===== src/sv/pfan_pkg.sv =====
// Package for the polygon fan triangulator: sizes, corner and result types,
// and the command and status structs between controller and datapath.
// Used by every module of the block but pfan_ram; depends on nothing.
package pfan_pkg;

    localparam int MAX_POLYGON_CORNERS = 64;
    localparam int INDEX_BITS          = 24;

    localparam int FILL_W   = $clog2(MAX_POLYGON_CORNERS + 1);
    localparam int ADDR_W   = $clog2(MAX_POLYGON_CORNERS);
    localparam int RAW_W    = INDEX_BITS + 1;
    localparam int MAT_W    = 8;
    localparam int COUNT_W  = 3;
    localparam int FACE_MAX = 4;
    localparam int TRI_N    = 3;

    localparam int IN_TDATA_W  = ((RAW_W + MAT_W + 7) / 8) * 8;
    localparam int OUT_BITS    = 8 * INDEX_BITS + COUNT_W + MAT_W;
    localparam int OUT_TDATA_W = ((OUT_BITS + 7) / 8) * 8;

    typedef struct packed {
        logic [INDEX_BITS-1:0] vtx;
        logic [INDEX_BITS-1:0] pos;
    } t_corner;

    typedef enum logic [1:0] {
        KIND_DROP,
        KIND_ERR,
        KIND_FACE,
        KIND_FAN
    } t_close_kind;

    typedef struct packed {
        logic in_ready;
        logic rd_issue;
        logic load_fan;
        logic load_single;
    } t_dp_cmd;

    typedef struct packed {
        logic        close_fire;
        t_close_kind kind;
        logic        fan_last;
        logic        out_free;
    } t_dp_status;

endpackage


===== src/sv/pfan_ram.sv =====
// Generic single-write, single-read RAM with a registered read port.
// Holds the corner buffer of the triangulator; no package dependency.
module pfan_ram #(
    parameter int WIDTH = 8,
    parameter int DEPTH = 16
) (
    input  logic                     i_clk,
    input  logic                     i_wr_en,
    input  logic [$clog2(DEPTH)-1:0] i_wr_addr,
    input  logic [WIDTH-1:0]         i_wr_data,
    input  logic                     i_rd_en,
    input  logic [$clog2(DEPTH)-1:0] i_rd_addr,
    output logic [WIDTH-1:0]         o_rd_data
);

    logic [WIDTH-1:0] r_mem [DEPTH];
    logic [WIDTH-1:0] r_rd_data;

    always_ff @(posedge i_clk) begin
        if (i_wr_en) begin
            r_mem[i_wr_addr] <= i_wr_data;
        end
        if (i_rd_en) begin
            r_rd_data <= r_mem[i_rd_addr];
        end
    end

    assign o_rd_data = r_rd_data;

endmodule


===== src/sv/pfan_ctrl.sv =====
// Controller state machine of the triangulator: sequences entry intake,
// single results and the fan read/load loop. Depends on pfan_pkg.
module pfan_ctrl (
    input  logic                i_clk,
    input  logic                i_rst_n,
    input  pfan_pkg::t_dp_status i_status,
    output pfan_pkg::t_dp_cmd    o_cmd
);

    typedef enum logic [1:0] {
        S_TAKE,
        S_SINGLE,
        S_READ,
        S_FAN
    } t_state;

    t_state r_state;
    t_state n_state;

    always_comb begin
        n_state           = r_state;
        o_cmd             = '0;
        case (r_state)
            S_TAKE: begin
                o_cmd.in_ready = 1'b1;
                if (i_status.close_fire) begin
                    case (i_status.kind)
                        pfan_pkg::KIND_ERR:  n_state = S_SINGLE;
                        pfan_pkg::KIND_FACE: n_state = S_SINGLE;
                        pfan_pkg::KIND_FAN:  n_state = S_READ;
                        default:             n_state = S_TAKE;
                    endcase
                end
            end
            S_SINGLE: begin
                if (i_status.out_free) begin
                    o_cmd.load_single = 1'b1;
                    n_state           = S_TAKE;
                end
            end
            S_READ: begin
                o_cmd.rd_issue = 1'b1;
                n_state        = S_FAN;
            end
            S_FAN: begin
                if (i_status.out_free) begin
                    o_cmd.load_fan = 1'b1;
                    n_state        = i_status.fan_last ? S_TAKE : S_READ;
                end
            end
            default: n_state = S_TAKE;
        endcase
    end

    always_ff @(posedge i_clk) begin
        if (!i_rst_n) begin
            r_state <= S_TAKE;
        end else begin
            r_state <= n_state;
        end
    end

endmodule


===== src/sv/pfan_datapath.sv =====
// Datapath of the triangulator: position counter, corner buffer RAM, first
// four corners in registers, and the output register. Depends on pfan_pkg
// and pfan_ram.
module pfan_datapath (
    input  logic                                i_clk,
    input  logic                                i_rst_n,
    input  pfan_pkg::t_dp_cmd                   i_cmd,
    output pfan_pkg::t_dp_status                o_status,
    input  logic                                i_cfg_valid,
    input  logic                                i_cfg_data,
    input  logic                                i_in_valid,
    input  logic signed [pfan_pkg::RAW_W-1:0]   i_raw_index,
    input  logic [pfan_pkg::MAT_W-1:0]          i_material,
    input  logic                                i_start_of_mesh,
    input  logic                                i_out_ready,
    output logic                                o_out_valid,
    output logic [pfan_pkg::OUT_TDATA_W-1:0]    o_out_data,
    output logic                                o_out_last,
    output logic                                o_out_error
);

    logic                            r_mode;
    logic [pfan_pkg::INDEX_BITS-1:0] r_pos;
    logic [pfan_pkg::FILL_W-1:0]     r_fill;
    logic                            r_ovf;
    pfan_pkg::t_corner               r_c [pfan_pkg::FACE_MAX];
    pfan_pkg::t_corner               r_prev;
    logic [pfan_pkg::FILL_W-1:0]     r_n;
    logic [pfan_pkg::FILL_W-1:0]     r_idx;
    logic                            r_err;
    logic [pfan_pkg::MAT_W-1:0]      r_mat;

    logic                            r_o_valid;
    pfan_pkg::t_corner               r_o_c [pfan_pkg::FACE_MAX];
    logic [pfan_pkg::COUNT_W-1:0]    r_o_count;
    logic [pfan_pkg::MAT_W-1:0]      r_o_mat;
    logic                            r_o_last;
    logic                            r_o_err;

    logic                            accept;
    logic                            closing;
    logic [pfan_pkg::INDEX_BITS-1:0] eff_pos;
    logic [pfan_pkg::FILL_W-1:0]     eff_fill;
    logic                            eff_ovf;
    logic                            full;
    logic [pfan_pkg::FILL_W-1:0]     n_after;
    logic                            ovf_after;
    logic [pfan_pkg::RAW_W-1:0]      vtx_raw;
    pfan_pkg::t_corner               new_corner;
    pfan_pkg::t_close_kind           kind;
    pfan_pkg::t_corner               rd_corner;
    logic                            out_free;

    assign accept   = i_in_valid && i_cmd.in_ready;
    assign closing  = i_raw_index[pfan_pkg::RAW_W-1];
    assign eff_pos  = i_start_of_mesh ? '0 : r_pos;
    assign eff_fill = i_start_of_mesh ? '0 : r_fill;
    assign eff_ovf  = i_start_of_mesh ? 1'b0 : r_ovf;
    assign full     = (eff_fill == pfan_pkg::FILL_W'(pfan_pkg::MAX_POLYGON_CORNERS));
    assign n_after  = full ? eff_fill : eff_fill + pfan_pkg::FILL_W'(1);
    assign ovf_after = eff_ovf || full;
    assign vtx_raw  = closing ? ~i_raw_index : i_raw_index;
    assign new_corner.pos = eff_pos;
    assign new_corner.vtx = vtx_raw[pfan_pkg::INDEX_BITS-1:0];
    assign out_free = !r_o_valid || i_out_ready;

    always_comb begin
        if (ovf_after || (!r_mode && n_after > pfan_pkg::FILL_W'(pfan_pkg::FACE_MAX))) begin
            kind = pfan_pkg::KIND_ERR;
        end else if (n_after >= pfan_pkg::FILL_W'(pfan_pkg::TRI_N)) begin
            kind = r_mode ? pfan_pkg::KIND_FAN : pfan_pkg::KIND_FACE;
        end else begin
            kind = pfan_pkg::KIND_DROP;
        end
    end

    assign o_status.close_fire = accept && closing;
    assign o_status.kind       = kind;
    assign o_status.fan_last   = (r_idx + pfan_pkg::FILL_W'(1)) == r_n;
    assign o_status.out_free   = out_free;

    pfan_ram #(
        .WIDTH($bits(pfan_pkg::t_corner)),
        .DEPTH(pfan_pkg::MAX_POLYGON_CORNERS)
    ) u_store (
        .i_clk    (i_clk),
        .i_wr_en  (accept && !full),
        .i_wr_addr(eff_fill[pfan_pkg::ADDR_W-1:0]),
        .i_wr_data(new_corner),
        .i_rd_en  (i_cmd.rd_issue),
        .i_rd_addr(r_idx[pfan_pkg::ADDR_W-1:0]),
        .o_rd_data(rd_corner)
    );

    always_ff @(posedge i_clk) begin
        if (!i_rst_n) begin
            r_mode    <= 1'b1;
            r_pos     <= '0;
            r_fill    <= '0;
            r_ovf     <= 1'b0;
            r_o_valid <= 1'b0;
        end else begin
            if (i_cfg_valid) begin
                r_mode <= i_cfg_data;
            end
            if (accept) begin
                r_pos <= (eff_pos != '1) ? eff_pos + pfan_pkg::INDEX_BITS'(1) : eff_pos;
                if (closing) begin
                    r_fill <= '0;
                    r_ovf  <= 1'b0;
                end else begin
                    r_fill <= n_after;
                    r_ovf  <= ovf_after;
                end
            end
            if (i_cmd.load_fan || i_cmd.load_single) begin
                r_o_valid <= 1'b1;
            end else if (i_out_ready) begin
                r_o_valid <= 1'b0;
            end
        end
    end

    always_ff @(posedge i_clk) begin
        if (accept) begin
            for (int j = 0; j < pfan_pkg::FACE_MAX; j++) begin
                if (eff_fill == pfan_pkg::FILL_W'(j)) begin
                    r_c[j] <= new_corner;
                end
            end
        end
        if (accept && closing) begin
            r_n    <= n_after;
            r_err  <= (kind == pfan_pkg::KIND_ERR);
            r_mat  <= i_material;
            r_idx  <= pfan_pkg::FILL_W'(2);
            r_prev <= r_c[1];
        end
        if (i_cmd.load_fan) begin
            r_o_c[0]  <= r_c[0];
            r_o_c[1]  <= r_prev;
            r_o_c[2]  <= rd_corner;
            r_o_c[3]  <= '0;
            r_o_count <= pfan_pkg::COUNT_W'(pfan_pkg::TRI_N);
            r_o_mat   <= r_mat;
            r_o_last  <= o_status.fan_last;
            r_o_err   <= 1'b0;
            r_prev    <= rd_corner;
            r_idx     <= r_idx + pfan_pkg::FILL_W'(1);
        end else if (i_cmd.load_single) begin
            r_o_mat  <= r_mat;
            r_o_last <= 1'b1;
            r_o_err  <= r_err;
            if (r_err) begin
                for (int j = 0; j < pfan_pkg::FACE_MAX; j++) begin
                    r_o_c[j] <= '0;
                end
                r_o_count <= '0;
            end else begin
                r_o_c[0]  <= r_c[0];
                r_o_c[1]  <= r_c[1];
                r_o_c[2]  <= r_c[2];
                r_o_c[3]  <= (r_n == pfan_pkg::FILL_W'(pfan_pkg::FACE_MAX)) ? r_c[3] : '0;
                r_o_count <= r_n[pfan_pkg::COUNT_W-1:0];
            end
        end
    end

    assign o_out_valid = r_o_valid;
    assign o_out_last  = r_o_last;
    assign o_out_error = r_o_err;
    assign o_out_data  = pfan_pkg::OUT_TDATA_W'({r_o_mat, r_o_count,
        r_o_c[3].vtx, r_o_c[2].vtx, r_o_c[1].vtx, r_o_c[0].vtx,
        r_o_c[3].pos, r_o_c[2].pos, r_o_c[1].pos, r_o_c[0].pos});

endmodule


===== src/sv/polygon_fan_triangulator_top.sv =====
// Top level of the polygon fan triangulator: joins controller and datapath.
// Depends on pfan_pkg, pfan_ctrl, pfan_datapath and pfan_ram.
//
//   Channel   Direction  Handshake                     Carries
//   s_axis    in         s_axis_tvalid/s_axis_tready   index entries
//   m_axis    out        m_axis_tvalid/m_axis_tready   faces or triangles
//   cfg       in         i_cfg_valid/o_cfg_ready       triangulate_mode
//
// An entry that does not close a polygon, or closes a dropped short polygon, is
// taken in S_TAKE alone. A single face or error result adds the S_SINGLE state. A
// fan visits, per triangle, S_READ for the registered read of the corner RAM and
// then S_FAN for the output register load. A full output register stalls result
// loads, and intake waits while a result is pending. Reset needs no clearing pass.
module polygon_fan_triangulator_top (
    input  logic                                i_clk,
    input  logic                                i_rst_n,
    input  logic                                i_cfg_valid,
    output logic                                o_cfg_ready,
    input  logic                                i_cfg_data,
    input  logic                                s_axis_tvalid,
    output logic                                s_axis_tready,
    // raw_index, material, zero fill.
    input  logic [pfan_pkg::IN_TDATA_W-1:0]     s_axis_tdata,
    // start_of_mesh.
    input  logic                                s_axis_tuser,
    output logic                                m_axis_tvalid,
    input  logic                                m_axis_tready,
    // corner0..3_position, corner0..3_vertex, corner_count, face_material, zero fill.
    output logic [pfan_pkg::OUT_TDATA_W-1:0]    m_axis_tdata,
    // polygon_error.
    output logic                                m_axis_tuser,
    output logic                                m_axis_tlast
);

    pfan_pkg::t_dp_cmd    cmd;
    pfan_pkg::t_dp_status status;

    assign o_cfg_ready   = 1'b1;
    assign s_axis_tready = cmd.in_ready;

    pfan_ctrl u_ctrl (
        .i_clk   (i_clk),
        .i_rst_n (i_rst_n),
        .i_status(status),
        .o_cmd   (cmd)
    );

    pfan_datapath u_dp (
        .i_clk          (i_clk),
        .i_rst_n        (i_rst_n),
        .i_cmd          (cmd),
        .o_status       (status),
        .i_cfg_valid    (i_cfg_valid),
        .i_cfg_data     (i_cfg_data),
        .i_in_valid     (s_axis_tvalid),
        .i_raw_index    (s_axis_tdata[pfan_pkg::RAW_W-1:0]),
        .i_material     (s_axis_tdata[pfan_pkg::RAW_W +: pfan_pkg::MAT_W]),
        .i_start_of_mesh(s_axis_tuser),
        .i_out_ready    (m_axis_tready),
        .o_out_valid    (m_axis_tvalid),
        .o_out_data     (m_axis_tdata),
        .o_out_last     (m_axis_tlast),
        .o_out_error    (m_axis_tuser)
    );

endmodule


===== config.mk =====
export PLATFORM = sky130hd
export DESIGN_NAME = polygon_fan_triangulator_top
export DESIGN_NICKNAME = d
export VERILOG_FILES = /design/src/sv/pfan_pkg.sv /design/src/sv/pfan_ram.sv /design/src/sv/pfan_ctrl.sv /design/src/sv/pfan_datapath.sv /design/src/sv/polygon_fan_triangulator_top.sv
export SDC_FILE = /design/constraint.sdc
export NUM_CORES = 2
export LEC_CHECK = 0
export BUFFER_PORTS_ARGS = -buffer_cell sky130_fd_sc_hd__buf_2
export CAP_MARGIN = 20
export CORE_ASPECT_RATIO = 0.9
export CORE_MARGIN = 2
export CORE_UTILIZATION = 60
export CTS_CLUSTER_DIAMETER = 50
export DETAILED_ROUTE_END_ITERATION = 16
export PLACE_DENSITY = 0.77
export SYNTH_ARGS = -nofsm -noshare
export SYNTH_HDL_FRONTEND = slang
export SYNTH_SLANG_ARGS = --single-unit

===== constraint.sdc =====
create_clock -name i_clk -period 8.2 [get_ports i_clk]
set_input_delay 0.82 -clock i_clk [delete_from_list [all_inputs] [get_ports i_clk]]
set_output_delay 0.82 -clock i_clk [all_outputs]
set_load 0.02 [all_outputs]

==> flow_summary.json <==
{
  "status": "finished clean",
  "finalHoldViolations": 0,
  "slew_viol_final": 0,
  "gp_congestion": 0.8642,
  "p_per_area_mw_per_mm2": 245.9,
  "num_rows": 166,
  "die_height_um": 458.0,
  "hold_path_class": "in -> reg",
  "yosys-top-cells-count": "3536 x edfxtp_1, 677 x mux4_2, 263 x nand2_1, 246 x mux2i_1, 235 x clkbuf_1",
  "synth-seq-cells": 3624,
  "clk_path_buf_depth": 4,
  "syn-cell-area_mm2": 0.1374,
  "ant_nets": 0,
  "cts_tree": "done",
  "num_vias": 72509,
  "fmax_ghz": 0.2283,
  "rsz0062_at_grt": "no",
  "hpwl_mm": 198.1,
  "post-cts-setup-buffers": 0,
  "htree_num_levels": 5,
  "drive_above_1_share_pct": 25.48,
  "dr.first_iter.drc_count": 11491,
  "yosysWarnings": 0,
  "synth_edf_count": 3536,
  "cp.arrival_ns": 5.05,
  "grt_pass1_vias": 71257,
  "nFillCells": 13240,
  "worst_slack_ns": 3.820,
  "maxSlewHeadroom_pct": 19.00,
  "routed_via_density": 6.994,
  "worstSetupStartpointType": "flip-flop",
  "die_area_mm2": 0.2329,
  "ys_types": 67,
  "clk_latency_ns": 0.97,
  "pre_cts_slack_ns": 3.680,
  "final_cells": 10367,
  "grt_pass1_wl_mm": 515.5,
  "yosysMostFrequentCell": "edfxtp_1",
  "holdCritStartpoint": "s_axis_tdata[32]",
  "syn_inst": 6604,
  "drv_cap": 0,
  "grt_max_degree": 131,
  "setup.worst_path.class": "reg -> reg",
  "grt.total_usage_pct": 31.49,
  "cts_buffers": 363,
  "avgSynthCellArea_um2": 20.81,
  "synthTopCellsByArea": "edfxtp_1 77%, mux4_2 11%, mux2i_1 1.8%",
  "finalSetupTns_ns": 0,
  "async_reset_ff_share_pct": 0,
  "grt_antenna_before_repair": 26,
  "area_growth_syn_to_layout_pct": 13.00,
  "tightest_slew_ns": 1.202,
  "cp.required_ns": 8.87,
  "routed_wl_mm": 367.2,
  "grt-ovfl-total": 0,
  "portBuffers": 246,
  "wl_per_cell_um": 35.42,
  "peakVddDrop_mv": 0.2128,
  "cts_resized": 0,
  "critPathLaunch": "u_dp.r_idx[1]",
  "yosysSeqAreaShare_pct": 78.56,
  "cts_root_buf": "clkbuf_16",
  "cts.sinks": 3624,
  "clkSlewWorstSetupHoldPaths_ns": 0.06,
  "dieWidth_um": 508.4,
  "reg2reg_from": "u_dp.r_idx[1]",
  "p_total_mw": 38.18,
  "placeableCoreArea_mm2": 0.2274,
  "boundaryPins": 260,
  "dr.pass1.iters": 7,
  "p_leak_nw": 47.76,
  "dp.cells": 9697,
  "synth_ff_type": "edfxtp_1",
  "cts-hold-fix-buffers": 7,
  "cp_max_fo": 100,
  "yosys.area.top_type_share_pct": 77.28,
  "yosysTopAreaCell": "edfxtp_1",
  "finalSetupViolations": 0,
  "r2r_slack_ns": 3.82,
  "drc": 0,
  "period_share_pct": 53.41,
  "layout.nets": 7112,
  "finalCriticalPeriod_ns": 4.380,
  "end_kind": "flip-flop",
  "start_util_pct": 60.42,
  "fin_skew_ns": 0.04628
}
## worst max-delay path: stages, from the launching register on
cell and delay [ns]:
edfxtp_1 0.81, buf_12 0.57, buf_4 0.79, mux4_2 0.40, mux2i_1 0.26, nor2_1 0.09, o32ai_2 0.78, o21ai_1 0.14
## cells by family after synthesis
group | share of synthesized area (%)
muxes | 13.54
adders and majority gates | 0.07102
and+or+nand+nor | 3.030
AOI/OAI and AO/OA | 3.274
DFF | 78.56
other | 0.005466
xor gates and xnor gates | 0.2677
buffers and inverters | 1.258
## cells in the final DEF (no fill, tap or decap), drive strengths merged, types with 44 or more instances in the layout
master  synthesis  routed
edfxtp       3536    3536
nor2          221     221
mux2i         246     246
o21ai          90      90
and2          103     103
clkinv          1     136
a22o           45      45
dfxtp          88      88
nand2b         44      44
mux2           79      79
mux4          677     677
nand3         157     157
a22oi         202     202
nand2         263     263
a221oi         93      93
a21oi         106     106
buf           152     462
clkbuf        236     451
## where the power goes
| group | switching (mW) | leakage, nW | internal (mW) | total, mW |
|---|---|---|---|---|
| Clock | 6.77 | 5.45 | 9.06 | 15.8 |
| Combinational | 1.22 | 11.2 | 0.455 | 1.68 |
| Sequential | 0.113 | 31.1 | 20.6 | 20.7 |
| Total | 8.11 | 47.8 | 30.1 | 38.2 |
## layout make-up
cell class,count,area (µm²),share of cell area (%)
flip-flops and latches,3624,107900,69.52
multi-input cells,2579,28980,18.66
clock buffers,447,9597,6.181
well taps,3024,3784,2.437
repair buffers,473,3242,2.088
clock inverters,188,1614,1.040
inverters,17,68.82,0.04432
diodes,15,37.54,0.02417
## state kept, by name, summed over array words and instances, names as in the netlist, 2 cells and up
| name | flops |
|---|---|
| u_ctrl.r_state | 2 |
| u_dp.r_c | 192 |
| u_dp.r_fill | 7 |
| u_dp.r_idx | 7 |
| u_dp.r_mat | 8 |
| u_dp.r_n | 7 |
| u_dp.r_o_c | 192 |
| u_dp.r_o_count | 3 |
| u_dp.r_o_mat | 8 |
| u_dp.r_pos | 24 |
| u_dp.r_prev | 48 |
| u_dp.u_store.o_rd_data | 48 |
| u_dp.u_store.r_mem | 3072 |
## per-stage QoR
stage / utilization (%) / hold WS [ns] / cell area [µm²]
after floorplan: - / 0.4003 / 137400
after CTS: 68.18 / 0.005026 / 155100
after detailed placement: 63.22 / 0.4054 / 143800
after global placement: 63.19 / 0.4011 / 143700
after global routing: 68.25 / 0.02337 / 155200
final: 68.27 / 0.04891 / 155300
## worst paths after layout
check,endpoint,depth (start not counted)
worst min register to register,u_dp.r_o_mat[5],0
worst max-delay path,u_dp.u_store.o_rd_data[11],7
worst min-delay path,u_dp.r_mat[7],1
worst max register to register,u_dp.u_store.o_rd_data[11],7
## per-layer routing
layer  global-route usage, %  share of wire, %  up-vias
met5                       0             0.028        -
met4                   12.39               4.6       14
met3                   8.984                14      973
met2                   49.01                47     5921
met1                   42.63                34    37456
li1                        -                 -    28145
Power figures use the tool's default switching activity.
